===== src/rtl/core/assert_macros.svh =====
// Assertion macros shared by the contour metric RTL.
`ifndef ASSERT_MACROS_SVH
`define ASSERT_MACROS_SVH

// The expression must hold at every clock edge outside reset.
`define CMS_ASSERT_ALWAYS(label, clk, rst_n, expr) \
  label: assert property (@(posedge clk) disable iff (!rst_n) (expr)) \
    else $error("contour metric assertion failed");

// The consequent must hold in the same cycle as the antecedent.
`define CMS_ASSERT_IMPLY(label, clk, rst_n, pre, post) \
  label: assert property (@(posedge clk) disable iff (!rst_n) (pre) |-> (post)) \
    else $error("contour metric assertion failed");

// The consequent must hold in the cycle after the antecedent.
`define CMS_ASSERT_NEXT(label, clk, rst_n, pre, post) \
  label: assert property (@(posedge clk) disable iff (!rst_n) (pre) |=> (post)) \
    else $error("contour metric assertion failed");

`endif


===== src/rtl/core/cms_pkg.sv =====
// Types and constants shared by the contour metric modules.
`default_nettype none

package cms_pkg;

  localparam int unsigned MAX_WIDTH_DEF = 4096;

  localparam int unsigned PIX_W       = 8;
  localparam int unsigned METRIC_W    = 12;
  localparam int unsigned WIDTH_W     = 13;
  localparam int unsigned HEIGHT_W    = 16;
  localparam int unsigned CFG_INDEX_W = 2;
  localparam int unsigned CFG_DATA_W  = 16;

  localparam logic [WIDTH_W-1:0]  WIDTH_RESET    = 13'd640;
  localparam logic [HEIGHT_W-1:0] HEIGHT_RESET   = 16'd480;
  localparam logic [PIX_W-1:0]    MIN_MASK_RESET = 8'd0;

  // Output queue; two results may enter in one cycle.
  localparam int unsigned FIFO_DEPTH = 8;
  localparam int unsigned FIFO_AW    = $clog2(FIFO_DEPTH);

  typedef enum logic [CFG_INDEX_W-1:0] {
    CFG_IMAGE_WIDTH  = 2'd0,
    CFG_IMAGE_HEIGHT = 2'd1,
    CFG_MIN_MASK     = 2'd2
  } cfg_reg_e;

  // One window column: pixels of the top, middle and bottom rows.
  typedef struct packed {
    logic [PIX_W-1:0] top;
    logic [PIX_W-1:0] mid;
    logic [PIX_W-1:0] bot;
  } col_t;

  // One line store entry.
  typedef struct packed {
    logic [PIX_W-1:0] upper;
    logic [PIX_W-1:0] middle;
    logic [PIX_W-1:0] mask;
  } line_t;

  typedef struct packed {
    logic [METRIC_W-1:0] metric;
    logic                frame_last;
  } res_t;

  // Position flags of the item held in the compute stage.
  typedef struct packed {
    logic valid;
    logic draining;
    logic col_ge1;
    logic col_eq1;
    logic col_last;
    logic row_ge1;
    logic row_le1;
  } scan_ctl_t;

endpackage

`default_nettype wire


===== src/rtl/core/cms_grad.sv =====
// Sobel gradient magnitudes and direction bit for one 3x3 window.
`default_nettype none

module cms_grad (
  input  cms_pkg::col_t                 left_i,
  input  cms_pkg::col_t                 center_i,
  input  cms_pkg::col_t                 right_i,
  input  logic [cms_pkg::PIX_W-1:0]     mask_i,
  input  logic [cms_pkg::PIX_W-1:0]     min_mask_i,
  output logic [cms_pkg::METRIC_W-1:0]  metric_o
);

  logic [9:0]  sum_l, sum_r, sum_t, sum_b;
  logic [9:0]  dx, dy;
  logic [10:0] mag;

  always_comb begin
    sum_l = 10'(left_i.top) + {1'b0, left_i.mid, 1'b0} + 10'(left_i.bot);
    sum_r = 10'(right_i.top) + {1'b0, right_i.mid, 1'b0} + 10'(right_i.bot);
    sum_t = 10'(left_i.top) + {1'b0, center_i.top, 1'b0} + 10'(right_i.top);
    sum_b = 10'(left_i.bot) + {1'b0, center_i.bot, 1'b0} + 10'(right_i.bot);

    dx  = (sum_r >= sum_l) ? sum_r - sum_l : sum_l - sum_r;
    dy  = (sum_b >= sum_t) ? sum_b - sum_t : sum_t - sum_b;
    mag = 11'(dx) + 11'(dy);

    if (mask_i < min_mask_i) begin
      metric_o = '0;
    end else begin
      metric_o = {mag, dx < dy};
    end
  end

endmodule

`default_nettype wire


===== config.mk =====
export PLATFORM = sky130hd
export DESIGN_NAME = cms_grad
export DESIGN_NICKNAME = d
export VERILOG_FILES = /design/src/rtl/core/assert_macros.svh /design/src/rtl/core/cms_pkg.sv /design/src/rtl/core/cms_grad.sv
export SDC_FILE = /design/constraint.sdc
export NUM_CORES = 1
export LEC_CHECK = 0
export ABC_CLOCK_PERIOD_IN_PS = 6000
export CAP_MARGIN = 20
export CELL_PAD_IN_SITES_DETAIL_PLACEMENT = 1
export CELL_PAD_IN_SITES_GLOBAL_PLACEMENT = 1
export CORE_MARGIN = 8
export CORE_UTILIZATION = 46
export DETAILED_ROUTE_END_ITERATION = 7
export DONT_BUFFER_PORTS = 1
export GPL_TIMING_DRIVEN = 0
export PLACE_DENSITY_LB_ADDON = 0.25
export SYNTH_ARGS = -nofsm -noshare
export SYNTH_HDL_FRONTEND = slang
export SYNTH_SLANG_ARGS = --single-unit

===== constraint.sdc =====
create_clock -name vclk -period 6
set_clock_uncertainty 0.2 [all_clocks]
set_input_delay 0.6 -clock vclk [all_inputs]
set_output_delay 0.6 -clock vclk [all_outputs]
set_load 0.01 [all_outputs]

==> results.cfg <==
[sta]
worst_slew_pin_slew_ps = 735
final-hold-violation-count = 0
fin_crit_ps = 6370
fmax_mhz = 157
maxSlewHeadroom_pct = 51.0
setup_ws_ps = -375
min_period_over_period_pct = 106
drv_slew = 0
tns_ps = -2130
rsz0062_at_grt = yes
setup_viol = 8

[floorplan]
rows = 36
die-area_um2 = 13400
die_w_um = 116
num_io_pins = 100
coreArea_um2 = 9730
dieHeight_um = 116
start_util_pct = 47.2

[route]
drc = 0
via_per_inst = 5.66
route.antenna.remaining_nets = 0
drt-total-wl_um = 13700
vias = 4149
met3_length_um = 438
dr.pass1.iters = 4
avgRoutedWirePerCell_um = 18.7
first_iter_violations = 73
maxUsedRoutingLayer = met4
wl_met2_um = 7270
wl_met1_um = 5790

[grt]
grt_pass1_vias = 4631
grt_pass1_wl_um = 21700
antenna_found_initial = 0
overflow = 0
grt_usage_pct = 19.5
grt_max_degree = 11

[finish]
drive_above_1_share_pct = 28.5
layout.nets = 828
synthToLayoutAreaGrowth_pct = 22.9
n_antenna_cell = 0
finalInstanceArea_um2 = 5640
nClkBuffers = 0
seq_cells = 0
area.sequential_um2 = 0
utilization_pct = 58.0

[yosys]
syn_nets = 779
ys_top_cells_by_count = 101 x ha_1, 84 x inv_1, 45 x a21oi_1
syn_area_per_cell_um2 = 8.30
synth_most_common_cell = ha_1
ys_types = 56
synth.top_cell.area_share_pct = 27.5
yosysWarningCount = 0
postSynthCellCount = 553
seq_area_frac_synth_pct = 0
post_synth_instance_area_um2 = 4590
synthTopCellsByArea = ha_1 28%, fa_1 16%, inv_1 6.9%
yosys.area.top_type = ha_1

[min_path]
hold_path_class = in2out

[setup_path]
cp_data_required_time_ps = 5200
critPathMaxFanout = 6
crit_path_end_kind = output port
critPathArrivalTime_ps = 5570
path_class = in2out
start_kind = input port

[clocking]
ctsHoldBuffers = 0

[run_status]
status = finished with violations
violations = negative setup slack

[placed_design]
place_area_um2 = 4840
place.gp.congestion = 0.839
pre_cts_slack_ps = -961
io_buffers = 0
dp_hpwl_um = 10900

[job]
drv_cap = 0
[worst paths after layout]
path	to	start	slack [ps]	cells past startpoint
setup / recovery	metric_o[7]	center_i[0]	-370	26
hold / removal	metric_o[2]	mask_i[7]	1440	3
[kinds of logic (layout without fill, tap and decap cells)]
kind of cell | count (synthesis) | in the layout | synth area share, %
AOI/OAI and AO/OA | 156 | 156 | 22.6
adders and majority gates | 138 | 138 | 43.7
buffers and inverters | 98 | 145 | 8.97
and+or+nand+nor | 87 | 87 | 9.63
xor gates and xnor gates | 57 | 57 | 10.9
muxes | 17 | 17 | 4.28
[repair_timing]
| action | 4_1_cts | 5_1_grt |
|---|---|---|
| resized for setup | 60 | 42 |
| setup buffers | 30 | 19 |
| setup endpoints to repair | 11 | 11 |
| pin swaps | 60 | 44 |
| cloned | 0 | 0 |
[layout make-up]
cell class | count | area [um2]
multi-input cells | 455 | 4650
repair buffers | 49 | 404
inverters | 84 | 330
well taps | 133 | 166
fillers | 1153 | 4090
plain buffers | 12 | 91.3
[cells in the final DEF, fill, tap and decap left out, types with 5 or more instances in the layout]
| cell | instances |
|---|---|
| a211oi_1 | 7 |
| a211oi_2 | 5 |
| a21o_1 | 25 |
| a21oi_1 | 28 |
| a21oi_2 | 17 |
| a31oi_1 | 5 |
| buf_2 | 5 |
| buf_4 | 46 |
| buf_6 | 5 |
| fa_1 | 31 |
| fa_2 | 6 |
| ha_1 | 85 |
| ha_2 | 10 |
| ha_4 | 6 |
| inv_1 | 75 |
| inv_2 | 7 |
| mux2i_1 | 6 |
| mux2i_2 | 5 |
| nand2_1 | 18 |
| nand2b_1 | 10 |
| nand3_1 | 9 |
| nor2_1 | 16 |
| nor2_2 | 5 |
| nor2b_1 | 8 |
| o211ai_1 | 6 |
| o21ai_0 | 17 |
| o21ai_2 | 8 |
| xnor2_1 | 23 |
| xnor2_2 | 6 |
| xor2_1 | 25 |
[through the flow]
| stage | std cells | hold slack (ps) |
|---|---|---|
| after detailed placement | 686 | 1440 |
| after global routing | 733 | 1480 |
| final | 733 | 1440 |
| after floorplan | 553 | 1360 |
| after global placement | 686 | 1410 |
| after CTS | 714 | 1440 |
[per-layer routing]
layer	vias to the layer above	track usage, %
met2	99	37.9
met3	16	1.51
li1	1995	-
met1	2039	22.7
met4	0	3.37
met5	-	0
[worst max-delay path, cell delays in order]
cell and delay, ps:
inv_8 10, fa_1 560, inv_2 50, ha_4 160
fa_2 350, a21o_1 200, a21oi_2 180, o21ai_2 90
a21oi_2 190, xnor2_2 90, ha_1 290, buf_6 110
nand2_4 50, or3_4 410, a31oi_4 150, o21bai_4 150
buf_12 150, mux2i_4 240, xnor2_1 150, ha_2 330
a211oi_2 280, nor2_2 80, o21ai_2 230, nand2b_1 140
xnor2_2 160, nor2_2 140
Power is left out: the tool's default activity adds up to more than one toggle a clock period on the data nets, which glitch-free logic cannot reach.
