`src/rtl/core/assert_macros.svh`:
```
// Assertion macros shared by the contour metric RTL.
`ifndef ASSERT_MACROS_SVH
`define ASSERT_MACROS_SVH

// The expression must hold at every clock edge outside reset.
`define CMS_ASSERT_ALWAYS(label, clk, rst_n, expr) \
  label: assert property (@(posedge clk) disable iff (!rst_n) (expr)) \
    else $error("contour metric assertion failed");

// The consequent must hold in the same cycle as the antecedent.
`define CMS_ASSERT_IMPLY(label, clk, rst_n, pre, post) \
  label: assert property (@(posedge clk) disable iff (!rst_n) (pre) |-> (post)) \
    else $error("contour metric assertion failed");

// The consequent must hold in the cycle after the antecedent.
`define CMS_ASSERT_NEXT(label, clk, rst_n, pre, post) \
  label: assert property (@(posedge clk) disable iff (!rst_n) (pre) |=> (post)) \
    else $error("contour metric assertion failed");

`endif

```
`src/rtl/core/cms_pkg.sv`:
```
// Types and constants shared by the contour metric modules.
`default_nettype none

package cms_pkg;

  localparam int unsigned MAX_WIDTH_DEF = 4096;

  localparam int unsigned PIX_W       = 8;
  localparam int unsigned METRIC_W    = 12;
  localparam int unsigned WIDTH_W     = 13;
  localparam int unsigned HEIGHT_W    = 16;
  localparam int unsigned CFG_INDEX_W = 2;
  localparam int unsigned CFG_DATA_W  = 16;

  localparam logic [WIDTH_W-1:0]  WIDTH_RESET    = 13'd640;
  localparam logic [HEIGHT_W-1:0] HEIGHT_RESET   = 16'd480;
  localparam logic [PIX_W-1:0]    MIN_MASK_RESET = 8'd0;

  // Output queue; two results may enter in one cycle.
  localparam int unsigned FIFO_DEPTH = 8;
  localparam int unsigned FIFO_AW    = $clog2(FIFO_DEPTH);

  typedef enum logic [CFG_INDEX_W-1:0] {
    CFG_IMAGE_WIDTH  = 2'd0,
    CFG_IMAGE_HEIGHT = 2'd1,
    CFG_MIN_MASK     = 2'd2
  } cfg_reg_e;

  // One window column: pixels of the top, middle and bottom rows.
  typedef struct packed {
    logic [PIX_W-1:0] top;
    logic [PIX_W-1:0] mid;
    logic [PIX_W-1:0] bot;
  } col_t;

  // One line store entry.
  typedef struct packed {
    logic [PIX_W-1:0] upper;
    logic [PIX_W-1:0] middle;
    logic [PIX_W-1:0] mask;
  } line_t;

  typedef struct packed {
    logic [METRIC_W-1:0] metric;
    logic                frame_last;
  } res_t;

  // Position flags of the item held in the compute stage.
  typedef struct packed {
    logic valid;
    logic draining;
    logic col_ge1;
    logic col_eq1;
    logic col_last;
    logic row_ge1;
    logic row_le1;
  } scan_ctl_t;

endpackage

`default_nettype wire

```
`src/rtl/core/cms_out_fifo.sv`:
```
// Result queue that takes up to two results per cycle and hands out one.
`default_nettype none

module cms_out_fifo (
  input  logic                       clk_i,
  input  logic                       rst_ni,
  input  logic                       push_a_i,
  input  cms_pkg::res_t              data_a_i,
  input  logic                       push_b_i,
  input  cms_pkg::res_t              data_b_i,
  input  logic                       pop_i,
  output logic                       valid_o,
  output cms_pkg::res_t              data_o,
  output logic [cms_pkg::FIFO_AW:0]  count_o
);

  localparam int unsigned AW = cms_pkg::FIFO_AW;

  cms_pkg::res_t  slot_q [cms_pkg::FIFO_DEPTH];
  logic [AW-1:0]  wr_ptr_q, wr_ptr_d;
  logic [AW-1:0]  rd_ptr_q, rd_ptr_d;
  logic [AW:0]    count_q, count_d;
  logic [AW-1:0]  addr_b;

  // Result A is older than result B when both arrive together.
  assign addr_b = push_a_i ? wr_ptr_q + AW'(1) : wr_ptr_q;

  always_comb begin
    wr_ptr_d = wr_ptr_q + AW'(push_a_i) + AW'(push_b_i);
    rd_ptr_d = rd_ptr_q + AW'(pop_i);
    count_d  = count_q + (AW+1)'(push_a_i) + (AW+1)'(push_b_i) - (AW+1)'(pop_i);
  end

  always_ff @(posedge clk_i) begin
    if (push_a_i) begin
      slot_q[wr_ptr_q] <= data_a_i;
    end
    if (push_b_i) begin
      slot_q[addr_b] <= data_b_i;
    end
  end

  always_ff @(posedge clk_i or negedge rst_ni) begin
    if (!rst_ni) begin
      wr_ptr_q <= '0;
      rd_ptr_q <= '0;
      count_q  <= '0;
    end else begin
      wr_ptr_q <= wr_ptr_d;
      rd_ptr_q <= rd_ptr_d;
      count_q  <= count_d;
    end
  end

  assign valid_o = count_q != '0;
  assign data_o  = slot_q[rd_ptr_q];
  assign count_o = count_q;

endmodule

`default_nettype wire

```
`config.mk`:
```
export PLATFORM = sky130hd
export DESIGN_NAME = cms_out_fifo
export DESIGN_NICKNAME = d
export VERILOG_FILES = /design/src/rtl/core/assert_macros.svh /design/src/rtl/core/cms_pkg.sv /design/src/rtl/core/cms_out_fifo.sv
export SDC_FILE = /design/constraint.sdc
export NUM_CORES = 1
export LEC_CHECK = 0
export BUFFER_PORTS_ARGS = -buffer_cell sky130_fd_sc_hd__buf_2
export CAP_MARGIN = 10
export CORE_AREA = 5 5 113 115
export CTS_CLUSTER_DIAMETER = 30
export DETAILED_ROUTE_END_ITERATION = 8
export DIE_AREA = 0 0 118 120
export PLACE_DENSITY_LB_ADDON = 0.05
export SKIP_LAST_GASP = 1
export SLEW_MARGIN = 30
export SYNTH_ARGS = -nofsm -noshare
export SYNTH_HDL_FRONTEND = slang
export SYNTH_SLANG_ARGS = --single-unit
```
`constraint.sdc`:
```
create_clock -name clk_i -period 2.4 [get_ports clk_i]
set_clock_uncertainty 0.1 [all_clocks]
set_input_delay 0 -clock clk_i [delete_from_list [all_inputs] [get_ports clk_i]]
set_output_delay 0 -clock clk_i [all_outputs]
set_load 0.03 [all_outputs]
```
==> results of run 1 <==
[report_power, final]
part           internal, W  switching, W
Combinational      0.00188       0.00229
Sequential         0.00294      0.000225
Clock              0.00160      0.000862
Total              0.00642       0.00338
[cells in the final DEF, fill, tap and decap left out, types with 4 or more instances in the layout]
cell type,instances
edfxtp_1,104
buf_2,48
mux2_2,47
mux2_4,36
mux2_1,34
buf_4,32
dlygate4sd3_1,29
mux4_2,26
clkbuf_16,17
inv_1,13
dfrtp_1,9
ha_1,8
o21ai_1,6
clkinv_2,6
nand2_1,5
nand2_4,4
[stage by stage]
stage / power [W] / setup WS [ns] / cells
floorplan: 0.00612 / 0.00589 / 347
global placement: 0.00731 / 0.205 / 555
detailed placement: 0.00741 / 0.148 / 555
CTS: 0.00993 / 0.130 / 615
global route: 0.0103 / 0.0427 / 615
finish: 0.00980 / 0.138 / 615
[worst min path at each step]
stage | start | to | slack (ns) | depth (start not counted)
after floorplan | rst_ni | count_o[0]$_DFF_PN0_ | -0.40 | 0
final | push_b_i | wr_ptr_q[0]$_DFF_PN0_ | 0.02 | 4
after detailed placement | rst_ni | count_o[0]$_DFF_PN0_ | -0.22 | 1
after global routing | push_b_i | wr_ptr_q[0]$_DFF_PN0_ | 0.02 | 4
after CTS | push_b_i | wr_ptr_q[0]$_DFF_PN0_ | 0.002 | 4
after global placement | rst_ni | count_o[0]$_DFF_PN0_ | -0.23 | 1
[layout make-up]
class	count	area, sq um
sequential	114	3370
multi-input combinational	200	2570
inverter	13	48.8
fill	868	4170
clock buffer	17	425
tap	147	184
clock inverter	14	146
timing repair buffer	110	791
[timing repair]
item                      CTS  global route
hold endpoints to repair  119             0
gates resized for setup     0             0
hold buffers               29             0
[worst max-delay path, cell delays in order (launching register included)]
cell and delay, ns:
dfrtp_1 0.38, ha_1 0.34, mux2i_1 0.21, and2_1 0.27, nand2_4 0.22, o21ai_1 0.18, buf_4 0.24
[cells by family (layout without fill, tap and decap cells)]
kind of cell | Yosys count | count (layout) | synth area share
AOI/OAI and AO/OA | 14 | 14 | 0.0200
adders and majority gates | 11 | 11 | 0.0261
muxes | 144 | 144 | 0.333
and+or+nand+nor | 26 | 26 | 0.0303
buffers and inverters | 33 | 154 | 0.0328
xor gates and xnor gates | 5 | 5 | 0.00835
DFF | 114 | 114 | 0.549
[registers in the layout, indices dropped and copies added, names as in the netlist]
signal    cells
count_o       4
rd_ptr_q      3
slot_q      104
wr_ptr_q      3
[layer usage]
layer  up-vias  global-route usage  wire, um
met2       101               0.335      6890
met4         0              0.0674       166
met5         -                   0         0
met1      1774               0.291      6070
met3        14              0.0603       841
li1       1591                   -         -
==> metrics.cfg, run 1 <==
[cts]
clk_latency_ns = 0.42
tritoncts = built
cts_setup_buffers = 0
cts_root_buf = clkbuf_16
clkSinkCount = 114
cts_max_path_buffers = 2
clk_pin_slew_ns = 0.05
htreeDepth = 4
cts_made_buffers = 17

[worst_setup_path]
critPathCapture = slot_q[5][9]$_DFFE_PP_
r2r_end = slot_q[5][9]$_DFFE_PP_
crit_fanout = 14
crit_type = reg -> reg
worstPathArrival_ns = 2.27
startpoint_type = flop
r2r_start = wr_ptr_q[0]$_DFF_PN0_
r2r_cells = 6
cp.required_ns = 2.41
startpoint = wr_ptr_q[0]$_DFF_PN0_
worst-r2r-setup-slack_ns = 0.14
end_kind = flop

[yosys]
synth.area.top_cells = edfxtp_1 (51%), mux4_2 (9.5%), mux2_4 (8.8%)
syn_inst = 347
syn_nets = 389
yosys.area.top_type_share = 0.508
syn_area_per_cell_sq_um = 17.7
ys_ff_latch = 114
synth_top_flop_cell = edfxtp_1
synth_area_sq_um = 6140
ys_types = 39
yosysWarnings = 0
synthArstFlopShare = 0.0877
synth_common_cells = edfxtp_1 (104), mux2_2 (47), mux2_4 (36), mux2_1 (34), mux4_2 (26)
synth_edf_count = 104
yosysTopAreaCell = edfxtp_1
yosysSeqAreaShare = 0.549
yosysMostFrequentCell = edfxtp_1

[timing]
tightest_slew_ns = 0.479
fmax_mhz = 442
finalSetupViolCount = 0
max_slew_margin = 0.680
rsz0062_at_grt = no
slew_viol_final = 0
min_period_ns = 2.26
hold_violations = 0
fin_crit_sh = 0.943
finalSetupTns_ns = 0
whs_ns = 0.0165

[run_status]
outcome = completed

[detailed_routing]
wire_per_inst_um = 22.7
wl_um = 14000
drt_pass1_iterations = 5
initialDrtViolationCount = 258
vias = 3480
antenna_left = 0
vias_per_cell = 5.66
drcViolationCount = 0

[floorplanning]
die_h_um = 120
std_cell_rows = 40
die_w_um = 118
die-area_sq_um = 14200
core_sq_um = 11700
pin_count = 49
start_util = 0.525

[global_route]
grt_pass1_vias = 3794
track_usage = 0.214
grt_pass1_wl_um = 22300
antenna_found_initial = 0
grt_max_degree = 27
grt_overflow = 0

[flow_run]
maxCapViolCount = 0

[cells_and_area]
areaGrowthSynthToFinish_pct = 22.7
drive_gt1_frac = 0.496
antennaDiodeCount = 0
fin_nets = 498
finalInstanceArea_sq_um = 7540
final_util = 0.644

[power]
power.density_nw_per_um2 = 1300
ir_worst_vdd_mv = 1.22
leakage_nw = 2.97

[min_path]
hold_path.class = in -> reg

[place]
portBuffers = 48
place_area_sq_um = 6680
dp_hpwl_um = 9290
routabilityCongestion = 0.793

No activity file was read; power rests on OpenSTA's default activity.
==> inputs of run 2 (changes only) <==
--- a/config.mk
+++ b/config.mk
@@ -5,12 +5,13 @@
 export SDC_FILE = /design/constraint.sdc
 export NUM_CORES = 1
 export LEC_CHECK = 0
+export ABC_AREA = 1
 export BUFFER_PORTS_ARGS = -buffer_cell sky130_fd_sc_hd__buf_2
-export CAP_MARGIN = 10
-export CORE_AREA = 5 5 113 115
+export CAP_MARGIN = 20
+export CORE_AREA = 5 5 115 117
 export CTS_CLUSTER_DIAMETER = 30
 export DETAILED_ROUTE_END_ITERATION = 8
-export DIE_AREA = 0 0 118 120
+export DIE_AREA = 0 0 120 122
 export PLACE_DENSITY_LB_ADDON = 0.05
 export SKIP_LAST_GASP = 1
 export SLEW_MARGIN = 30
==> run 2 against run 1 <==
Clock power down 16%. Setup slack worse by 0.051 ns. First-iteration DRC count increased by 120%. Register-to-register slack lost 0.05 ns. Critical path type unchanged. Largest power group unchanged.
==> metrics.cfg, run 2 <==
[run_status]
outcome = completed

[power]
internal-power_w = 0.00559  ; -13%
p_sw_w = 0.00443  ; +31%
pwr-share-comb = 0.484  ; +0.058
ir_worst_vdd_mv = 0.942  ; -23%
leakage_nw = 3.39  ; +14%
swShare = 0.442  ; +0.0972
power.density_nw_per_um2 = 1300  ; about the same
seqPwrFrac = 0.310  ; -0.013
clkPwrFrac = 0.206  ; -0.045
power_w = 0.0100  ; +2.3%

[floorplanning]
core_sq_um = 12300  ; +4.7%
die_w_um = 120  ; +1.7%
die-area_sq_um = 14600  ; +3.4%
die_h_um = 122  ; +1.7%
std_cell_rows = 41  ; +2.5%
pin_count = 49  ; unchanged
start_util = 0.532  ; +0.00732

[cells_and_area]
fin_nets = 911  ; +83%
layout_common_cells = nand2_1 (332), edfxtp_1 (104), nor2_1 (65), nand3_1 (55), o21ai_0 (53)
final_common_cell = nand2_1
largest_reg_flops = 104  ; unchanged
areaGrowthSynthToFinish_pct = 18.3
drive_gt1_frac = 0.130  ; -0.366
largest_register = slot_q

[yosys]
syn_nets = 840  ; +120%
synth_edf_count = 104  ; unchanged
synth_common_cells = nand2_1 (333), edfxtp_1 (104), nor2_1 (65), o21ai_0 (57), nand3_1 (55)
syn_area_per_cell_sq_um = 8.17  ; -54%
synth_top_flop_cell = edfxtp_1
ys_types = 24  ; -38%
synth_area_sq_um = 6520  ; +6.2%
syn_inst = 798  ; +130%
synth.area.top_cells = edfxtp_1 (48%), nand2_1 (19%), o21bai_1 (6.0%)
yosys.area.top_type_share = 0.479  ; -0.0295
yosysMostFrequentCell = nand2_1
ys_ff_latch = 114  ; unchanged
yosysWarnings = 0  ; unchanged
synthArstFlopShare = 0.0877  ; unchanged
yosysSeqAreaShare = 0.517  ; -0.0318
yosysTopAreaCell = edfxtp_1

[global_route]
grt_pass1_vias = 5341  ; +41%
grt_pass1_wl_um = 29300  ; +31%
antenna_found_initial = 1  ; +1
track_usage = 0.262  ; +0.0486
grt_max_degree = 41  ; +52%
grt_overflow = 0  ; unchanged

[cts]
clk_pin_slew_ns = 0.05  ; about the same
clk_latency_ns = 0.41  ; about the same
cts_root_buf = clkbuf_16
htreeDepth = 4  ; unchanged
tritoncts = built
clkSinkCount = 114  ; unchanged
cts_max_path_buffers = 2  ; unchanged
cts_made_buffers = 17  ; unchanged

[flow_run]
maxCapViolCount = 0  ; unchanged

[worst_setup_path]
critical-path-top-delay-family = buffers and inverters
worstPathCellList = ha_1 -> inv_1 -> nand2_1 -> nand2_1 -> nor2_4 -> nand2_2 -> buf_6 -> nand2_1 -> nand2_1 -> dlygate4sd3_1
cp_common_cell = nand2_1
end_kind = flop
path_buf_inv = 3  ; +2
crit_type = reg -> reg
startpoint = wr_ptr_q[1]$_DFF_PN0_
cp.required_ns = 2.46  ; +0.05 ns
cp_slowest_cell = dlygate4sd3_1
cp_slowest_stage_delay_ns = 0.55  ; +0.17 ns
startpoint_type = flop
crit_fanout = 13  ; -1
worstPathArrival_ns = 2.37  ; +0.10 ns
r2r_start = wr_ptr_q[1]$_DFF_PN0_

[min_path]
min_from = push_a_i
hold_path.class = in -> reg

[timing]
whs_ns = 0.0199  ; +0.00347 ns
slew_viol_final = 0  ; unchanged
fin_crit_sh = 0.964  ; +0.0214
fmax_mhz = 432  ; -2.2%
max_slew_margin = 0.476  ; -0.204
min_period_ns = 2.31  ; +0.0515 ns
tightest_slew_ns = 0.785  ; +0.306 ns
rsz0062_at_grt = yes
finalSetupViolCount = 0  ; unchanged
hold_violations = 0  ; unchanged

[detailed_routing]
wire_per_inst_um = 18.1  ; -20%
wl_um = 18700  ; +34%
initialDrtViolationCount = 561  ; +120%
antenna_left = 0  ; unchanged
vias = 5689  ; +63%
drt_pass1_iterations = 7  ; +2
drcViolationCount = 0  ; unchanged
vias_per_cell = 5.53  ; -2.2%

[place]
portBuffers = 48  ; unchanged
dp_hpwl_um = 12100  ; +30%
routabilityCongestion = 0.850  ; +7.2%

[run 2: cell count changes in the layout (fill, tap and decap cells not counted), moves of 5 or more]
cell | previous run | this run
mux4_2 | 26 | 0
o21bai_1 | 2 | 52
inv_1 | 13 | 29
mux2_2 | 47 | 0
clkinv_2 | 6 | 1
clkbuf_1 | 0 | 7
mux2_1 | 34 | 0
nor2_1 | 0 | 65
nand2_1 | 5 | 332
o21ai_0 | 0 | 53
mux2_4 | 36 | 0
nand3_1 | 1 | 55
[run 2: worst paths after layout]
kind | end | slack [ns] | cells after the start
setup / recovery | slot_q[7][5]$_DFFE_PP_ | 0.09 | 10
hold reg to reg | wr_ptr_q[2]$_DFF_PN0_ | 0.47 | 1
max in group asynchronous | wr_ptr_q[1]$_DFF_PN0_ | 1.29 | 3
hold / removal | count_o[0]$_DFF_PN0_ | 0.02 | 4
min in group asynchronous | count_o[0]$_DFF_PN0_ | 0.56 | 3
setup reg to reg | slot_q[7][5]$_DFFE_PP_ | 0.09 | 10
[run 2: worst min-delay path, stage by stage]
cell and delay (ns):
buf_2 0.15, inv_2 0.13, fa_1 0.18, inv_1 0.04
[run 2: layout make-up]
| type | count | area [sq um] |
|---|---|---|
| Fill cell | 1043 | 4540 |
| Sequential cell | 114 | 3370 |
| Multi-Input combinational cell | 592 | 2760 |
| Timing Repair Buffer | 111 | 805 |
| Clock buffer | 24 | 452 |
| Tap cell | 150 | 188 |
| Inverter | 33 | 126 |
| Clock inverter | 3 | 12.5 |
| Antenna cell | 1 | 2.50 |
[run 2: what timing repair did]
action	in CTS	in global routing
hold buffers	32	0
setup buffers	0	2
endpoints found under the hold margin	118	0
endpoints found under the setup margin	0	12
gates resized for setup	0	7
[run 2: kinds of logic after synthesis]
kind of cell	synth area share
AND/OR/NAND/NOR	0.282
buffers and inverters	0.0622
AO/OA/AOI/OAI	0.108
flip-flops	0.517
XOR/XNOR	0.00537
adder cells (fa/ha/maj)	0.0246
[run 2: power groups by stage]
stage	Clock, W	Combinational (W)	Sequential, W
after floorplan	0	0.00319	0.00319
after global placement	0	0.00461	0.00312
after detailed placement	0	0.00470	0.00314
after CTS	0.00208	0.00478	0.00311
after global routing	0.00219	0.00529	0.00315
final	0.00206	0.00485	0.00311
[run 2: metrics by stage]
stage	area, sq um	setup slack [ns]	utilization	TNS (ns)	cells
after floorplan	6530	-0.121	-	-3.14	798
after global placement	6900	0.250	0.563	0	966
after detailed placement	6900	0.194	0.563	0	966
after CTS	7680	0.0111	0.627	0	1025
after global routing	7720	-0.00796	0.629	-0.0130	1028
final	7720	0.0863	0.629	0	1028
[run 2: layer usage]
metal / track usage / up-vias / share of wire
met5: 0 / - / 0
met4: 0.120 / 0 / 0.028
met3: 0.0385 / 42 / 0.086
met2: 0.413 / 263 / 0.47
met1: 0.361 / 2638 / 0.42
li1: - / 2746 / -
==> inputs of run 3 (changes only) <==
--- a/config.mk
+++ b/config.mk
@@ -8,11 +8,11 @@
 export ABC_AREA = 1
 export BUFFER_PORTS_ARGS = -buffer_cell sky130_fd_sc_hd__buf_2
 export CAP_MARGIN = 20
-export CORE_AREA = 5 5 115 117
+export CORE_AREA = 5 5 171 173
 export CTS_CLUSTER_DIAMETER = 30
 export DETAILED_ROUTE_END_ITERATION = 8
-export DIE_AREA = 0 0 120 122
-export PLACE_DENSITY_LB_ADDON = 0.05
+export DIE_AREA = 0 0 176 178
+export PLACE_DENSITY = 0.41
 export SKIP_LAST_GASP = 1
 export SLEW_MARGIN = 30
 export SYNTH_ARGS = -nofsm -noshare
==> run 3 against run 2 <==
Core utilization decreased by 33 points. Via count is 1.7% lower. First-iteration DRC count is 23% lower. Critical path depth is 1 lower. Largest cell class unchanged.
==> metrics.cfg, run 3 (synthesized netlist as in run 2, its figures left out) <==
[floorplanning]
die_w_um = 176  ; +47%
core_sq_um = 27500  ; +120%
die_h_um = 178  ; +46%
pin_count = 49  ; unchanged
start_util = 0.237  ; -0.295
std_cell_rows = 61  ; +49%
die-area_sq_um = 31300  ; +110%

[cts]
clk_latency_ns = 0.41  ; about the same
cts_made_buffers = 17  ; unchanged
clk_pin_slew_ns = 0.06  ; about the same
htreeDepth = 4  ; unchanged
cts_max_path_buffers = 2  ; unchanged
tritoncts = built
clkSinkCount = 114  ; unchanged
cts_root_buf = clkbuf_16

[cells_and_area]
final_common_cell = nand2_1
largest_register = slot_q
antennaDiodeCount = 0  ; -1
fillCellCount = 2938  ; +180%
final_util = 0.300  ; -0.330
largest_reg_flops = 104  ; unchanged
areaGrowthSynthToFinish_pct = 26.3
layout_common_cells = nand2_1 (333), edfxtp_1 (104), nor2_1 (65), nand3_1 (55), o21ai_0 (53)
fin_nets = 922  ; +1.2%
drive_gt1_frac = 0.149  ; +0.0189
fin_cells = 1239  ; +21%

[power]
ir_worst_vdd_mv = 0.774  ; -18%
leakage_nw = 3.53  ; +4.2%
clkPwrFrac = 0.253  ; +0.047
internal-power_w = 0.00625  ; +12%
pwr-share-comb = 0.466  ; -0.018
swShare = 0.433  ; -0.00910
seqPwrFrac = 0.281  ; -0.029
power.density_nw_per_um2 = 1340  ; +3.0%
p_sw_w = 0.00477  ; +7.7%

[detailed_routing]
initialDrtViolationCount = 433  ; -23%
vias = 5594  ; -1.7%
wl_um = 22200  ; +19%
drt_pass1_iterations = 5  ; -2
antenna_left = 0  ; unchanged
wire_per_inst_um = 17.9  ; -1.2%
vias_per_cell = 4.51  ; -18%
drcViolationCount = 0  ; unchanged

[min_path]
hold_path.class = in -> reg
hold_depth = 4  ; unchanged

[global_route]
track_usage = 0.145  ; -0.118
antenna_found_initial = 0  ; -1
grt_pass1_vias = 5667  ; +6.1%
grt_max_degree = 54  ; +32%
grt_overflow = 0  ; unchanged
grt_pass1_wl_um = 34000  ; +16%

[place]
numPlacedInstances = 1171  ; +21%
dp_hpwl_um = 14700  ; +22%
portBuffers = 48  ; unchanged
routabilityCongestion = 0.749  ; -12%

[worst_setup_path]
startpoint_type = flop
end_kind = flop
crit_cells = 9  ; -1
critical-path-top-delay-family = buffers and inverters
worstPathArrival_ns = 2.35  ; -0.02 ns
cp_slowest_stage_delay_ns = 0.56  ; about the same
crit_fanout = 13  ; unchanged
path_buf_inv = 2  ; -1
cp.required_ns = 2.46  ; about the same
worstPathCellList = ha_1 -> nand2_1 -> nand2_1 -> nor2_4 -> nand2_1 -> buf_6 -> nand2_1 -> nand2_1 -> dlygate4sd3_1
crit_type = reg -> reg
cp_slowest_cell = dlygate4sd3_1
cp_common_cell = nand2_1
r2r_cells = 9  ; -1

[flow_run]
maxCapViolCount = 0  ; unchanged

[timing]
fin_crit_sh = 0.952  ; -0.0115
finalSetupTns_ns = 0  ; unchanged
whs_ns = 0.0578  ; +0.0379 ns
slew_viol_final = 0  ; unchanged
min_period_ns = 2.29  ; -0.0277 ns
finalSetupViolCount = 0  ; unchanged
fmax_mhz = 437  ; +1.2%
hold_violations = 0  ; unchanged
tightest_slew_ns = 0.875  ; +0.0900 ns
max_slew_margin = 0.416  ; -0.0600
rsz0062_at_grt = no

[run_status]
outcome = completed

run 3: cell types whose count changed in the layout (fill, tap and decap cells not counted), sizes merged:
cell,change
clkinvlp,+2
clkbuf,-7
buf,+8
bufinv,+5
inv,+1
diode,-1
clkinv,+4
dlygate4sd3,+3
run 3: area by class of cell:
| class | count | area (sq um) | share of cell area |
|---|---|---|---|
| clock buffer | 17 | 425 | 0.0516 |
| clock inverter | 15 | 214 | 0.0260 |
| inverter | 33 | 124 | 0.0150 |
| multi-input combinational | 592 | 2760 | 0.334 |
| sequential | 114 | 3370 | 0.410 |
| tap | 346 | 433 | 0.0526 |
| timing repair buffer | 122 | 912 | 0.111 |
run 3: path summary, 6_finish.rpt:
kind	to	from	slack, ns
max in group asynchronous	rd_ptr_q[0]$_DFF_PN0_	rst_ni	1.33
setup / recovery	slot_q[4][2]$_DFFE_PP_	wr_ptr_q[0]$_DFF_PN0_	0.11
setup reg to reg	slot_q[4][2]$_DFFE_PP_	wr_ptr_q[0]$_DFF_PN0_	0.11
hold / removal	wr_ptr_q[0]$_DFF_PN0_	push_a_i	0.06
min in group asynchronous	count_o[2]$_DFF_PN0_	rst_ni	0.50
hold reg to reg	wr_ptr_q[2]$_DFF_PN0_	wr_ptr_q[2]$_DFF_PN0_	0.46
run 3: power groups by stage:
| stage | Clock, W | Sequential (W) | Combinational [W] |
|---|---|---|---|
| global route | 0.00294 | 0.00315 | 0.00572 |
| global placement | 0 | 0.00312 | 0.00514 |
| finish | 0.00279 | 0.00309 | 0.00514 |
| CTS | 0.00284 | 0.00309 | 0.00520 |
| floorplan | 0 | 0.00319 | 0.00319 |
| detailed placement | 0 | 0.00313 | 0.00512 |
run 3: per-stage QoR:
stage / setup slack [ns] / cell area (sq um) / power (W)
finish: 0.114 / 8240 / 0.0110
global route: 0.00951 / 8240 / 0.0118
CTS: 0.0713 / 8230 / 0.0111
detailed placement: 0.243 / 7240 / 0.00826
global placement: 0.267 / 7240 / 0.00827
floorplan: -0.121 / 6530 / 0.00638
run 3: worst register-to-register path, cell delays in order (launching register included):
cell and delay (ns):
dfrtp_1 0.39, ha_1 0.32, nand2_1 0.07, nand2_1 0.09, nor2_4 0.14, nand2_1 0.09, buf_6 0.17, nand2_1 0.07
nand2_1 0.04, dlygate4sd3_1 0.56
run 3: repair_timing:
action | 4_1_cts | 5_1_grt
hold buffers | 35 | 0
buffers inserted | 0 | 1
setup endpoints to repair | 0 | 5
hold endpoints to repair | 119 | 0
resized for setup | 0 | 1
run 3: routing by layer:
metal | up-vias | share of wire | track usage
li1 | 2774 | - | -
met1 | 2644 | 0.48 | 0.201
met2 | 149 | 0.44 | 0.228
met3 | 27 | 0.053 | 0.0320
met4 | 0 | 0.021 | 0.0426
met5 | - | 0 | 0
