### config.mk
export PLATFORM = sky130hd
export DESIGN_NAME = cms_scan
export DESIGN_NICKNAME = d
export VERILOG_FILES = /design/src/rtl/core/assert_macros.svh /design/src/rtl/core/cms_pkg.sv /design/src/rtl/core/cms_scan.sv
export SDC_FILE = /design/constraint.sdc
export NUM_CORES = 1
export LEC_CHECK = 0
export BUFFER_PORTS_ARGS = -buffer_cell sky130_fd_sc_hd__buf_4
export CAP_MARGIN = 20
export CORE_ASPECT_RATIO = 1.5
export CORE_UTILIZATION = 35
export CTS_CLUSTER_SIZE = 20
export DETAILED_ROUTE_END_ITERATION = 10
export SYNTH_ARGS = -nofsm -noshare
export SYNTH_HDL_FRONTEND = slang
export SYNTH_SLANG_ARGS = --single-unit
export TNS_END_PERCENT = 10
### constraint.sdc
create_clock -name clk_i -period 4.1 [get_ports clk_i]
set_input_delay 0.205 -clock clk_i [delete_from_list [all_inputs] [get_ports clk_i]]
set_output_delay 0.205 -clock clk_i [all_outputs]
set_load 0.02 [all_outputs]
### src/rtl/core/assert_macros.svh
// Assertion macros shared by the contour metric RTL.
`ifndef ASSERT_MACROS_SVH
`define ASSERT_MACROS_SVH

// The expression must hold at every clock edge outside reset.
`define CMS_ASSERT_ALWAYS(label, clk, rst_n, expr) \
  label: assert property (@(posedge clk) disable iff (!rst_n) (expr)) \
    else $error("contour metric assertion failed");

// The consequent must hold in the same cycle as the antecedent.
`define CMS_ASSERT_IMPLY(label, clk, rst_n, pre, post) \
  label: assert property (@(posedge clk) disable iff (!rst_n) (pre) |-> (post)) \
    else $error("contour metric assertion failed");

// The consequent must hold in the cycle after the antecedent.
`define CMS_ASSERT_NEXT(label, clk, rst_n, pre, post) \
  label: assert property (@(posedge clk) disable iff (!rst_n) (pre) |=> (post)) \
    else $error("contour metric assertion failed");

`endif

### src/rtl/core/cms_pkg.sv
// Types and constants shared by the contour metric modules.
`default_nettype none

package cms_pkg;

  localparam int unsigned MAX_WIDTH_DEF = 4096;

  localparam int unsigned PIX_W       = 8;
  localparam int unsigned METRIC_W    = 12;
  localparam int unsigned WIDTH_W     = 13;
  localparam int unsigned HEIGHT_W    = 16;
  localparam int unsigned CFG_INDEX_W = 2;
  localparam int unsigned CFG_DATA_W  = 16;

  localparam logic [WIDTH_W-1:0]  WIDTH_RESET    = 13'd640;
  localparam logic [HEIGHT_W-1:0] HEIGHT_RESET   = 16'd480;
  localparam logic [PIX_W-1:0]    MIN_MASK_RESET = 8'd0;

  // Output queue; two results may enter in one cycle.
  localparam int unsigned FIFO_DEPTH = 8;
  localparam int unsigned FIFO_AW    = $clog2(FIFO_DEPTH);

  typedef enum logic [CFG_INDEX_W-1:0] {
    CFG_IMAGE_WIDTH  = 2'd0,
    CFG_IMAGE_HEIGHT = 2'd1,
    CFG_MIN_MASK     = 2'd2
  } cfg_reg_e;

  // One window column: pixels of the top, middle and bottom rows.
  typedef struct packed {
    logic [PIX_W-1:0] top;
    logic [PIX_W-1:0] mid;
    logic [PIX_W-1:0] bot;
  } col_t;

  // One line store entry.
  typedef struct packed {
    logic [PIX_W-1:0] upper;
    logic [PIX_W-1:0] middle;
    logic [PIX_W-1:0] mask;
  } line_t;

  typedef struct packed {
    logic [METRIC_W-1:0] metric;
    logic                frame_last;
  } res_t;

  // Position flags of the item held in the compute stage.
  typedef struct packed {
    logic valid;
    logic draining;
    logic col_ge1;
    logic col_eq1;
    logic col_last;
    logic row_ge1;
    logic row_le1;
  } scan_ctl_t;

endpackage

`default_nettype wire

### src/rtl/core/cms_scan.sv
// Raster position counters and the compute stage's position flags.
`default_nettype none

module cms_scan #(
  parameter int unsigned MAX_WIDTH = cms_pkg::MAX_WIDTH_DEF,
  localparam int unsigned AW = $clog2(MAX_WIDTH)
) (
  input  logic                             clk_i,
  input  logic                             rst_ni,
  input  logic [cms_pkg::WIDTH_W-1:0]      image_width_i,
  input  logic [cms_pkg::HEIGHT_W-1:0]     image_height_i,
  input  logic                             accept_i,
  input  logic                             drain_i,
  output logic                             rd_en_o,
  output logic [AW-1:0]                    rd_addr_o,
  output cms_pkg::scan_ctl_t               ctl_o,
  output logic [AW-1:0]                    addr_o
);

  localparam int unsigned WW = (AW + 1 > cms_pkg::WIDTH_W) ? AW + 1 : cms_pkg::WIDTH_W;

  logic [WW-1:0]                width_ext;
  logic [AW-1:0]                last_col;
  logic [AW-1:0]                col_sel;
  logic [AW-1:0]                col_q, col_d;
  logic [cms_pkg::HEIGHT_W-1:0] row_q, row_d;
  logic [cms_pkg::HEIGHT_W-1:0] height_eff;
  logic                         draining;
  logic                         take;
  cms_pkg::scan_ctl_t           ctl_q, ctl_d;
  logic [AW-1:0]                addr_q;

  always_comb begin
    width_ext = WW'(image_width_i);
    if (width_ext < WW'(2)) begin
      last_col = AW'(1);
    end else if (width_ext > WW'(MAX_WIDTH)) begin
      last_col = AW'(MAX_WIDTH - 1);
    end else begin
      last_col = AW'(width_ext - WW'(1));
    end

    height_eff = (image_height_i == '0) ? cms_pkg::HEIGHT_W'(1) : image_height_i;
    draining   = row_q >= height_eff;
    // A drain item ahead of the flush row is accepted and thrown away.
    take       = accept_i && !(drain_i && !draining);
    // A column count left beyond a narrowed width ends the row.
    col_sel    = (col_q > last_col) ? last_col : col_q;

    col_d = col_q;
    row_d = row_q;
    if (take) begin
      if (col_sel == last_col) begin
        col_d = '0;
        row_d = draining ? '0 : row_q + cms_pkg::HEIGHT_W'(1);
      end else begin
        col_d = col_sel + AW'(1);
      end
    end

    ctl_d.valid    = take;
    ctl_d.draining = draining;
    ctl_d.col_ge1  = col_sel != '0;
    ctl_d.col_eq1  = col_sel == AW'(1);
    ctl_d.col_last = col_sel == last_col;
    ctl_d.row_ge1  = row_q != '0;
    ctl_d.row_le1  = row_q <= cms_pkg::HEIGHT_W'(1);
  end

  always_ff @(posedge clk_i or negedge rst_ni) begin
    if (!rst_ni) begin
      col_q <= '0;
      row_q <= '0;
      ctl_q <= '0;
    end else begin
      col_q <= col_d;
      row_q <= row_d;
      ctl_q <= ctl_d;
    end
  end

  always_ff @(posedge clk_i) begin
    if (take) begin
      addr_q <= col_sel;
    end
  end

  assign rd_en_o   = take;
  assign rd_addr_o = col_sel;
  assign ctl_o     = ctl_q;
  assign addr_o    = addr_q;

endmodule

`default_nettype wire

==> results of run 1 <==
[cell type report]
| class | count | area (sq um) |
|---|---|---|
| Inverter | 41 | 154 |
| Multi-Input combinational cell | 350 | 2460 |
| Tap cell | 144 | 180 |
| Sequential cell | 47 | 1240 |
| Fill cell | 1084 | 5340 |
| Timing Repair Buffer | 141 | 1070 |
| Clock buffer | 6 | 129 |
| Clock inverter | 2 | 13.8 |
[what timing repair did]
item	4_1_cts	5_1_grt
setup endpoints to repair	0	16
gates resized for setup	0	4
hold endpoints to repair	35	0
hold buffers	1	0
[cell usage after synthesis (3+ instances only)]
library cell / number / area (sq um)
sky130_fd_sc_hd__mux2_2: 3 / 33.8
sky130_fd_sc_hd__and3_1: 12 / 75.1
sky130_fd_sc_hd__nor2b_1: 6 / 37.5
sky130_fd_sc_hd__nor4_1: 11 / 68.8
sky130_fd_sc_hd__or4_1: 5 / 37.5
sky130_fd_sc_hd__clkbuf_1: 11 / 41.3
sky130_fd_sc_hd__o211ai_1: 4 / 30.0
sky130_fd_sc_hd__nor3_1: 12 / 60.1
sky130_fd_sc_hd__o21a_1: 3 / 22.5
sky130_fd_sc_hd__o21ai_0: 34 / 170
sky130_fd_sc_hd__nand4_1: 14 / 87.6
sky130_fd_sc_hd__nand2b_1: 11 / 68.8
sky130_fd_sc_hd__a21oi_1: 22 / 110
sky130_fd_sc_hd__o31ai_1: 12 / 90.1
sky130_fd_sc_hd__o41ai_1: 3 / 26.3
sky130_fd_sc_hd__mux2i_1: 4 / 40.0
sky130_fd_sc_hd__or3_1: 3 / 18.8
sky130_fd_sc_hd__o21ai_1: 9 / 45.0
sky130_fd_sc_hd__or4b_2: 3 / 30.0
sky130_fd_sc_hd__a31oi_1: 8 / 50.1
sky130_fd_sc_hd__a211oi_1: 4 / 30.0
sky130_fd_sc_hd__edfxtp_1: 12 / 360
sky130_fd_sc_hd__nor2_1: 29 / 109
sky130_fd_sc_hd__inv_1: 40 / 150
sky130_fd_sc_hd__ha_1: 33 / 413
sky130_fd_sc_hd__nand2_1: 30 / 113
sky130_fd_sc_hd__dfrtp_1: 35 / 876
sky130_fd_sc_hd__xor2_1: 3 / 26.3
sky130_fd_sc_hd__o22ai_1: 7 / 43.8
sky130_fd_sc_hd__nand3_1: 20 / 100
sky130_fd_sc_hd__or2_2: 3 / 18.8
[per-layer routing]
metal / GRT usage / part of all wire / up-vias / routed length (microns)
met3: 0.0202 / 0.027 / 42 / 343
li1: - / - / 1967 / -
met4: 0.141 / 0.058 / 0 / 733
met2: 0.456 / 0.56 / 115 / 7080
met5: 0 / 0 / - / 0
met1: 0.213 / 0.35 / 1900 / 4390
[cell families (layout without fill, tap and decap cells)]
| kind of cell | Yosys count | count (layout) |
|---|---|---|
| AOI/OAI and AO/OA | 131 | 131 |
| DFF | 47 | 47 |
| buffers and inverters | 58 | 190 |
| adders and majority gates | 33 | 33 |
| and+or+nand+nor | 174 | 174 |
| muxes | 7 | 7 |
| xor gates and xnor gates | 5 | 5 |
[through the flow]
| step | setup WS, ps | hold WS (ps) |
|---|---|---|
| floorplan | -43.7 | -90.6 |
| global placement | -171 | 186 |
| detailed placement | -225 | 193 |
| CTS | 74.6 | 413 |
| global route | 2.69 | 454 |
| finish | 248 | 395 |
[power by group]
group	switching [mW]	internal, mW	leakage (nW)	total (mW)
registers	0.132	0.594	0.565	0.727
logic	0.645	0.533	1.77	1.18
clock network	0.177	0.226	0.0708	0.403
total	0.954	1.35	2.40	2.31
[flip-flops by register name, summed over array words and instances, names as in the netlist]
signal,cells
col_q,12
addr_o,12
ctl_o,7
row_q,16
[worst max-delay path, delay by kind of cell]
kind / cells / cell delay, ps
buf+inv: 6 / 790
fa+ha+maj: 2 / 490
compound gates: 3 / 430
simple gates: 5 / 1370
mux: 1 / 330
[final timing paths]
check	from	endpoint	cells past startpoint
worst max-delay path	image_width_i[0]	rd_addr_o[1]	17
worst min-delay path	rst_ni	row_q[13]	2
worst max register to register	col_q[5]	ctl_o[3]	12
worst min register to register	row_q[15]	row_q[15]	1
max in group asynchronous	rst_ni	col_q[7]	2
min in group clk_i	accept_i	col_q[1]	4
==> key figures, run 1 <==
Outcome
  • Result of the run: completed

Synthesis
  • Part of the Yosys area used for sequential elements: 0.322
  • Net count after synthesis: 521
  • Fraction of synthesized cell area in xor and xnor cells: 0.0114
  • Mapped Area: 0.00383 sq mm
  • Flip-flop cell with the highest count after synthesis: sky130_fd_sc_hd__dfrtp_1
  • Async set or reset register ratio after synthesis: 0.745
  • Number of flops mapped to enable cells by yosys: 12
  • Register bit count reported by yosys: 47
  • Cell count after synthesis: 455
  • Area share of fa/ha/maj cells after synthesis: 0.108
  • Mapped Avg Cell Area: 8.43 sq um
  • Total number of yosys warnings: 0
  • Synth cell types: 67
  • Largest family of logic cells by synthesized area: simple AND/OR/NAND/NOR gates
  • Proportion of synthesized area in mux cells: 0.0192
  • Area share of and/or/nand/nor cells after synthesis: 0.253
  • Synthesized-area fraction occupied by ao, oa, aoi and oai cells: 0.225

Setup path
  • Biggest cell delay along the critical path: 550 ps
  • Critical-path top delay cell: sky130_fd_sc_hd__or4b_4
  • Kind of capture point of the worst setup path: output port
  • R2r setup slk: 1050 ps
  • CP Class: in -> out
  • CP cell instances: buf_4 -> inv_1 -> ha_2 -> or4b_4 -> or4b_4 -> nand3_2 -> nand2_1 -> ha_2 -> nand4_1 -> o211ai_1 -> o31ai_1 -> a21oi_2 -> buf_12 -> buf_4 -> mux2_2 -> buf_4 -> buf_4
  • Worst path required time: 3890 ps
  • Element type at the critical path start: input pin
  • Worst Path Arrival: 3650 ps
  • Worst-path maximum fanout: 18
  • Cell mode on critical path: sky130_fd_sc_hd__buf_4

Timing
  • Final setup fails: 0
  • Clock period minus final worst setup slack: 3850 ps
  • Transition time of the tightest slew-check pin: 639 ps
  • Fraction of the cycle the final worst path needs: 0.940
  • Pins Over Slew Limit: 0
  • RSZ-0062 raised after global routing: false
  • Setup Total Neg Slack: 0 ps
  • Worst relative slew slack: 0.568
  • Maximum clock rate: 260 MHz
  • Final hold violation count: 0
  • Fin Clk Skew: 8.92 ps

GRT
  • Antenna violations before repair: 0
  • Remaining global-route overflow: 0
  • Via count of the first global-routing pass: 4,015
  • Overall routing resource usage: 0.226
  • Global-route wire length before repair: 19.6 mm
  • Pin count of the biggest net entering global routing: 36

Power and ir drop
  • Total chip power: 2.31 mW
  • Power density over the cells: 440 mW/mm^2
  • LEAKAGE: 2.40 nW
  • VDD IR max: 0.000185 V

Floorplanning
  • Placeable core region: 0.0106 sq mm
  • Floorplan die height: 130 microns
  • Count of boundary I/O pins: 65
  • Cell row count: 46
  • Total die area: 0.0114 sq mm
  • Die X-Extent: 87.5 microns
  • Starting density of the core: 0.362

Layout
  • Final standard cell count with taps included and fillers excluded: 731
  • Fraction of final layout cells with drive strength greater than 1: 0.313
  • Layout overhead on the synthesized area: 36.9%
  • Most common cell after layout, fill and taps aside: sky130_fd_sc_hd__buf_4
  • Total Nets Final: 652
  • Post-layout utilization of the core: 0.496
  • Final non-filler cell area: 0.00525 sq mm
  • Top library cells by usage in the layout, fill and taps aside: sky130_fd_sc_hd__buf_4 (139), sky130_fd_sc_hd__inv_1 (40), sky130_fd_sc_hd__dfrtp_1 (35)
  • Antenna fix cells: 0

Clocking
  • Total number of H-tree levels: 2
  • Maximum buffer depth of the clock tree: 2
  • Number of CTS-inserted buffers: 5
  • Buffer type at the clock tree root: sky130_fd_sc_hd__clkbuf_16
  • Post-CTS clock slew at the launch and capture registers of the worst setup and hold paths: 60 ps
  • Skew-Pair Late Insertion Delay: 290 ps
  • Count of clock tree sinks: 47
  • TritonCTS clock tree: done
  • Setup fix buffers added after clock tree synthesis: 0

Route
  • Count of vias placed by the detailed router: 4,024
  • Wire length after detailed routing: 12.5 mm
  • Initial detailed-routing violation count: 181
  • Avg WL per Cell: 17.2 microns
  • Avg Vias per Cell: 5.50
  • Post-route DRC: 0
  • Post-detailed-route count of antenna-violating nets: 0
  • Pre-antenna DRT Iters: 4

Place
  • IO buf count: 64
  • Area post-placement: 0.00509 sq mm
  • DP Cell Count: 722
  • Gpl congestion: 0.945
  • Post-DP HPWL: 10.4 mm

Hold path
  • Classification of the worst-slack hold path: in -> async

Flow run
  • Number of max-cap violations: 0
Power figures use the tool's default switching activity.
==> run 2: changes to the inputs <==
Settings changed: RECOVER_POWER set to 100.
==> run 2 against run 1 <==
  * First-iteration DRC count is 0.55% lower
  * Routed wire length increased by 0.21%
  * Largest power group unchanged
  * Design area shrank 2.4%
  * Clock-buffer cell count unchanged
  * Register-to-register slack got worse by 30 ps
  * Worst hold slack gained 51 ps
  * Setup slack worse by 52 ps
  * Sequential power about the same
  * Total power is 2.8% lower
  * Clock skew fell by 0.67 ps
  * The flow now finishes with violations (capacitance limit, slew limit)
==> key figures, run 2 (same netlist as run 1, synthesis figures left out) <==
Outcome
  • Result of the run: complete, but fails checks
  • Failing checks: capacitance limit, slew limit

Layout
  • Layout overhead on the synthesized area: 33.6%
  • Most common cell after layout, fill and taps aside: sky130_fd_sc_hd__buf_4
  • Fraction of final layout cells with drive strength greater than 1: 0.261
  • Total Nets Final: 652
  • FILL cells: 1,107
  • Top library cells by usage in the layout, fill and taps aside: sky130_fd_sc_hd__buf_4 (107), sky130_fd_sc_hd__inv_1 (40), sky130_fd_sc_hd__o21ai_0 (37)
  • Register with the highest flop count: row_q
  • Antenna fix cells: 0
  • Flip-flop count of the largest register after layout: 16

GRT
  • Pin count of the biggest net entering global routing: 36
  • Global-route wire length before repair: 19.6 mm
  • Remaining global-route overflow: 0
  • Overall routing resource usage: 0.226
  • Antenna violations before repair: 0
  • Via count of the first global-routing pass: 4,015

Clocking
  • Setup fix buffers added after clock tree synthesis: 0
  • Count of clock tree sinks: 47
  • Maximum buffer depth of the clock tree: 2
  • TritonCTS clock tree: done
  • Post-CTS clock slew at the launch and capture registers of the worst setup and hold paths: 70 ps
  • Total number of H-tree levels: 2
  • Buffer type at the clock tree root: sky130_fd_sc_hd__clkbuf_16
  • Skew-Pair Late Insertion Delay: 290 ps
  • Number of CTS-inserted buffers: 5

Hold path
  • Classification of the worst-slack hold path: in -> reg

Power and ir drop
  • Part of the total power dissipated in sequential elements: 0.324
  • VDD IR max: 0.000183 V
  • Total chip power: 2.24 mW
  • LEAKAGE: 2.30 nW
  • Switch share: 0.421
  • Clock network power share: 0.179
  • Share of total power in combinational logic: 0.497
  • Internal cell power: 1.30 mW
  • Power density over the cells: 438 mW/mm^2
  • Switching Power: 0.944 mW

Floorplanning
  • Cell row count: 46
  • Total die area: 0.0114 sq mm
  • Die X-Extent: 87.5 microns
  • Count of boundary I/O pins: 65
  • Placeable core region: 0.0106 sq mm
  • Starting density of the core: 0.362
  • Floorplan die height: 130 microns

Setup path
  • CP Class: in -> out
  • Biggest cell delay along the critical path: 550 ps
  • CP cell instances: buf_4 -> inv_1 -> ha_2 -> or4b_4 -> or4b_4 -> nand3_2 -> nand2_1 -> ha_2 -> nand4_1 -> o211ai_1 -> o31ai_1 -> a21oi_2 -> buf_12 -> buf_4 -> mux2i_1 -> buf_4
  • Buf/Inv on CP: 5
  • Worst path required time: 3890 ps
  • Cell mode on critical path: sky130_fd_sc_hd__buf_4
  • Worst Path Arrival: 3700 ps
  • Worst-path maximum fanout: 18
  • Element type at the critical path start: input pin
  • Critical-path top delay cell: sky130_fd_sc_hd__or4b_4
  • Kind of capture point of the worst setup path: output port
  • R2r setup slk: 1020 ps
  • Cell class contributing the biggest share of worst-path delay: simple AND/OR/NAND/NOR gates

Timing
  • Worst-case setup margin in the final layout: 196 ps
  • Final setup fails: 0
  • Fin Clk Skew: 8.25 ps
  • RSZ-0062 raised after global routing: false
  • Clock period minus final worst setup slack: 3900 ps
  • Transition time of the tightest slew-check pin: 1910 ps
  • Maximum clock rate: 256 MHz
  • Pins Over Slew Limit: 36
  • Worst relative slew slack: -0.276
  • Fraction of the cycle the final worst path needs: 0.952
  • Final hold violation count: 0

Place
  • IO buf count: 64
  • Worst-case setup slack after placement: -225 ps
  • Post-DP HPWL: 10.4 mm
  • Gpl congestion: 0.945

Route
  • Wire length after detailed routing: 12.6 mm
  • Pre-antenna DRT Iters: 4
  • Post-route DRC: 0
  • Avg Vias per Cell: 5.53
  • Avg WL per Cell: 17.2 microns
  • Count of vias placed by the detailed router: 4,041
  • Initial detailed-routing violation count: 180
  • Post-detailed-route count of antenna-violating nets: 0

Flow run
  • Number of max-cap violations: 1
## run 2: changes by cell type in the layout (fill, tap and decap cells not counted), sizes merged
cell    delta
clkbuf    +32
buf       -32
## run 2: area by class of cell
type / instances / area, sq um / share of cell area
Timing Repair Buffer: 141 / 971 / 0.190
Sequential cell: 47 / 1240 / 0.241
Clock buffer: 6 / 129 / 0.0252
Inverter: 41 / 154 / 0.0300
Tap cell: 144 / 180 / 0.0352
Clock inverter: 2 / 13.8 / 0.00269
Multi-Input combinational cell: 350 / 2440 / 0.476
## run 2: power groups by stage
| stage | registers, mW | logic [mW] | clock network (mW) |
|---|---|---|---|
| finish | 0.726 | 1.12 | 0.402 |
| CTS | 0.726 | 1.18 | 0.414 |
| floorplan | 0.723 | 0.636 | 0 |
| global route | 0.738 | 1.22 | 0.425 |
| global placement | 0.736 | 1.17 | 0 |
| detailed placement | 0.734 | 1.18 | 0 |
## run 2: repair_timing
item | in CTS | in global routing
gates resized for setup | 0 | 4
endpoints found under the hold margin | 35 | 0
hold buffers | 1 | 0
endpoints found under the setup margin | 0 | 16
## run 2: metal layers
metal | global-route usage | vias to the layer above | wire length (microns)
met1 | 0.213 | 1923 | 4440
met4 | 0.141 | 0 | 728
met2 | 0.456 | 111 | 7090
met5 | 0 | - | 0
li1 | - | 1968 | -
met3 | 0.0202 | 39 | 317
## run 2: worst paths after layout
check	from	to	cells after the start
setup / recovery	image_width_i[0]	rd_addr_o[8]	16
hold / removal	accept_i	col_q[1]	4
setup reg to reg	row_q[0]	row_q[12]	15
hold reg to reg	row_q[15]	row_q[15]	1
max in group asynchronous	rst_ni	col_q[7]	2
min in group asynchronous	rst_ni	row_q[13]	2
## run 2: metrics by stage
stage	utilization	cells	TNS [ps]	hold slack (ps)	instance area, sq um
6_report	0.484	731	0	446	5120
5_1_grt	0.484	731	0	469	5120
4_1_cts	0.495	731	0	413	5240
3_5_place_dp	0.480	722	-884	193	5090
3_3_place_gp	0.480	722	-510	186	5090
2_1_floorplan	-	455	-66.5	-90.6	3950
## run 2: worst min-delay path, stage by stage
cell and delay [ps]:
sky130_fd_sc_hd__buf_4 110, sky130_fd_sc_hd__o21ai_0 100, sky130_fd_sc_hd__buf_4 200, sky130_fd_sc_hd__o31ai_1 90
==> run 3: changes to the inputs <==
Settings changed: PLACE_DENSITY_LB_ADDON set to 0.1.
==> run 3 against run 2 <==
  * The flow still finishes with violations (capacitance limit, slew limit)
  * Combinational power is essentially flat
  * Register-to-register slack lost 590 ps
  * Utilization grew 0.67 points
  * Routed wire length grew 0.69%
  * Final cell count grew 0.55%
  * Worst hold slack gained 24 ps
  * Design area grew 1.4%
  * Global-route usage grew 0.37 points
  * Critical path type is now in -> reg
==> key figures, run 3 (same netlist as run 1, synthesis figures left out) <==
Outcome
  • Result of the run: complete, but fails checks
  • Failing checks: capacitance limit, slew limit

GRT
  • Overall routing resource usage: 0.230
  • Remaining global-route overflow: 0
  • Pin count of the biggest net entering global routing: 36
  • Global-route wire length before repair: 19.7 mm
  • Antenna violations before repair: 0
  • Via count of the first global-routing pass: 3,993

Setup path
  • Cell mode on critical path: sky130_fd_sc_hd__buf_4
  • Kind of capture point of the worst setup path: register
  • Element type at the critical path start: input pin
  • Worst-path maximum fanout: 17
  • Critical-path top delay cell: sky130_fd_sc_hd__or4b_4
  • Worst Path Arrival: 4170 ps
  • CP Class: in -> reg
  • CP cell instances: buf_4 -> inv_1 -> ha_2 -> or4b_4 -> or4b_4 -> nand3_2 -> nand2_1 -> ha_2 -> a21oi_2 -> o21ai_1 -> a2111oi_0 -> buf_4 -> a21oi_2 -> buf_12 -> buf_4 -> mux2_2 -> a211oi_1 -> nor2b_1 -> xnor2_1 -> o21ai_0
  • Biggest cell delay along the critical path: 550 ps
  • Worst path required time: 4280 ps

Layout
  • Register with the highest flop count: row_q
  • Seq. cell area: 0.00124 sq mm
  • Flip-flop count of the largest register after layout: 16
  • Area used by multi-input combinational logic: 0.00247 sq mm
  • Layout overhead on the synthesized area: 35.4%
  • Final standard cell count with taps included and fillers excluded: 735
  • Most common cell after layout, fill and taps aside: sky130_fd_sc_hd__buf_4
  • Top library cells by usage in the layout, fill and taps aside: sky130_fd_sc_hd__buf_4 (112), sky130_fd_sc_hd__inv_1 (40), sky130_fd_sc_hd__dfrtp_1 (35)
  • Post-layout utilization of the core: 0.490
  • FILL cells: 1,134
  • Total Nets Final: 656
  • Final non-filler cell area: 0.00519 sq mm
  • Fraction of final layout cells with drive strength greater than 1: 0.271
  • Antenna fix cells: 0

Power and ir drop
  • Power density over the cells: 440 mW/mm^2
  • VDD IR max: 0.000191 V
  • LEAKAGE: 2.33 nW

Route
  • Wire length after detailed routing: 12.7 mm
  • Initial detailed-routing violation count: 168
  • Post-route DRC: 0
  • Avg Vias per Cell: 5.60
  • Count of vias placed by the detailed router: 4,116
  • Post-detailed-route count of antenna-violating nets: 0
  • Avg WL per Cell: 17.2 microns
  • Pre-antenna DRT Iters: 5

Timing
  • Worst relative slew slack: -0.279
  • Transition time of the tightest slew-check pin: 1920 ps
  • Clock period minus final worst setup slack: 3990 ps
  • Final setup fails: 0
  • Worst-case setup margin in the final layout: 111 ps
  • Maximum clock rate: 251 MHz
  • Fin Clk Skew: 7.67 ps
  • RSZ-0062 raised after global routing: true
  • Final hold violation count: 0
  • Pins Over Slew Limit: 36
  • Fraction of the cycle the final worst path needs: 0.973

Clocking
  • Count of clock tree sinks: 47
  • Post-CTS clock slew at the launch and capture registers of the worst setup and hold paths: 70 ps
  • Buffer type at the clock tree root: sky130_fd_sc_hd__clkbuf_16
  • TritonCTS clock tree: done
  • Setup fix buffers added after clock tree synthesis: 0
  • Number of CTS-inserted buffers: 5
  • Total number of H-tree levels: 2
  • Maximum buffer depth of the clock tree: 2
  • Skew-Pair Late Insertion Delay: 290 ps

Hold path
  • Classification of the worst-slack hold path: in -> reg

Place
  • Gpl congestion: 0.930
  • Area post-placement: 0.00513 sq mm
  • Post-DP HPWL: 10.3 mm
  • IO buf count: 64
  • Worst-case setup slack after placement: -191 ps
  • DP Cell Count: 726

Floorplanning
  • Die X-Extent: 87.5 microns
  • Placeable core region: 0.0106 sq mm
  • Floorplan die height: 130 microns
  • Total die area: 0.0114 sq mm
  • Count of boundary I/O pins: 65
  • Starting density of the core: 0.362
  • Cell row count: 46

Flow run
  • Number of max-cap violations: 1
==> run 3: changes by cell type in the layout (fill, tap and decap cells not counted), moves of 2 or more <==
cell / delta
sky130_fd_sc_hd__clkbuf_4: -2
sky130_fd_sc_hd__a21oi_1: -2
sky130_fd_sc_hd__clkbuf_2: -2
sky130_fd_sc_hd__a21oi_2: +2
sky130_fd_sc_hd__o21ai_1: +5
sky130_fd_sc_hd__mux2i_1: -2
sky130_fd_sc_hd__o21ai_0: -6
sky130_fd_sc_hd__buf_4: +5
==> run 3: worst paths after layout <==
| path | startpoint | end | slack [ps] | depth (start not counted) |
|---|---|---|---|---|
| min in group asynchronous | rst_ni | ctl_o[4] | 990 | 2 |
| min | accept_i | col_q[1] | 470 | 4 |
| min reg2reg | row_q[15] | row_q[15] | 540 | 1 |
| max reg2reg | row_q[0] | row_q[3] | 430 | 14 |
| max | image_width_i[0] | col_q[11] | 110 | 20 |
| max in group asynchronous | rst_ni | row_q[4] | 2000 | 2 |
==> run 3: metrics by stage <==
step / hold WS, ps / setup TNS, ps / power (mW)
floorplan: -90.6 / -66.5 / 1.36
global placement: 190 / -439 / 1.92
detailed placement: 186 / -621 / 1.93
CTS: 422 / 0 / 2.34
global route: 522 / -260 / 2.43
finish: 470 / 0 / 2.29
==> run 3: critical path, delay by kind of cell <==
kind                       cells  cell delay (ps)
AOI/OAI and AO/OA              6             1050
xor gates and xnor gates       1              130
adders and majority gates      2              360
buffers and inverters          5              680
muxes                          1              280
and+or+nand+nor                5             1440
==> run 3: repair_timing <==
| item | CTS | global route |
|---|---|---|
| setup endpoints to repair | 0 | 9 |
| hold endpoints to repair | 35 | 0 |
| hold buffers | 1 | 0 |
| resized for setup | 0 | 7 |
==> run 3: where the power goes <==
| part | total (mW) | switching (mW) | internal (mW) |
|---|---|---|---|
| logic | 1.15 | 0.647 | 0.506 |
| registers | 0.733 | 0.139 | 0.594 |
| clock network | 0.402 | 0.178 | 0.225 |
==> run 3: layout make-up <==
cell class | count | share of cell area
clock inverter | 3 | 0.00385
inverter | 41 | 0.0296
sequential | 47 | 0.238
clock buffer | 5 | 0.0241
multi-input combinational | 350 | 0.475
tap | 144 | 0.0347
timing repair buffer | 145 | 0.195
==> run 3: per-layer routing <==
layer,track usage,part of all wire,vias up
li1,-,-,1982
met1,0.235,0.36,1944
met2,0.442,0.54,155
met3,0.0234,0.042,35
met4,0.138,0.051,0
met5,0,0,-
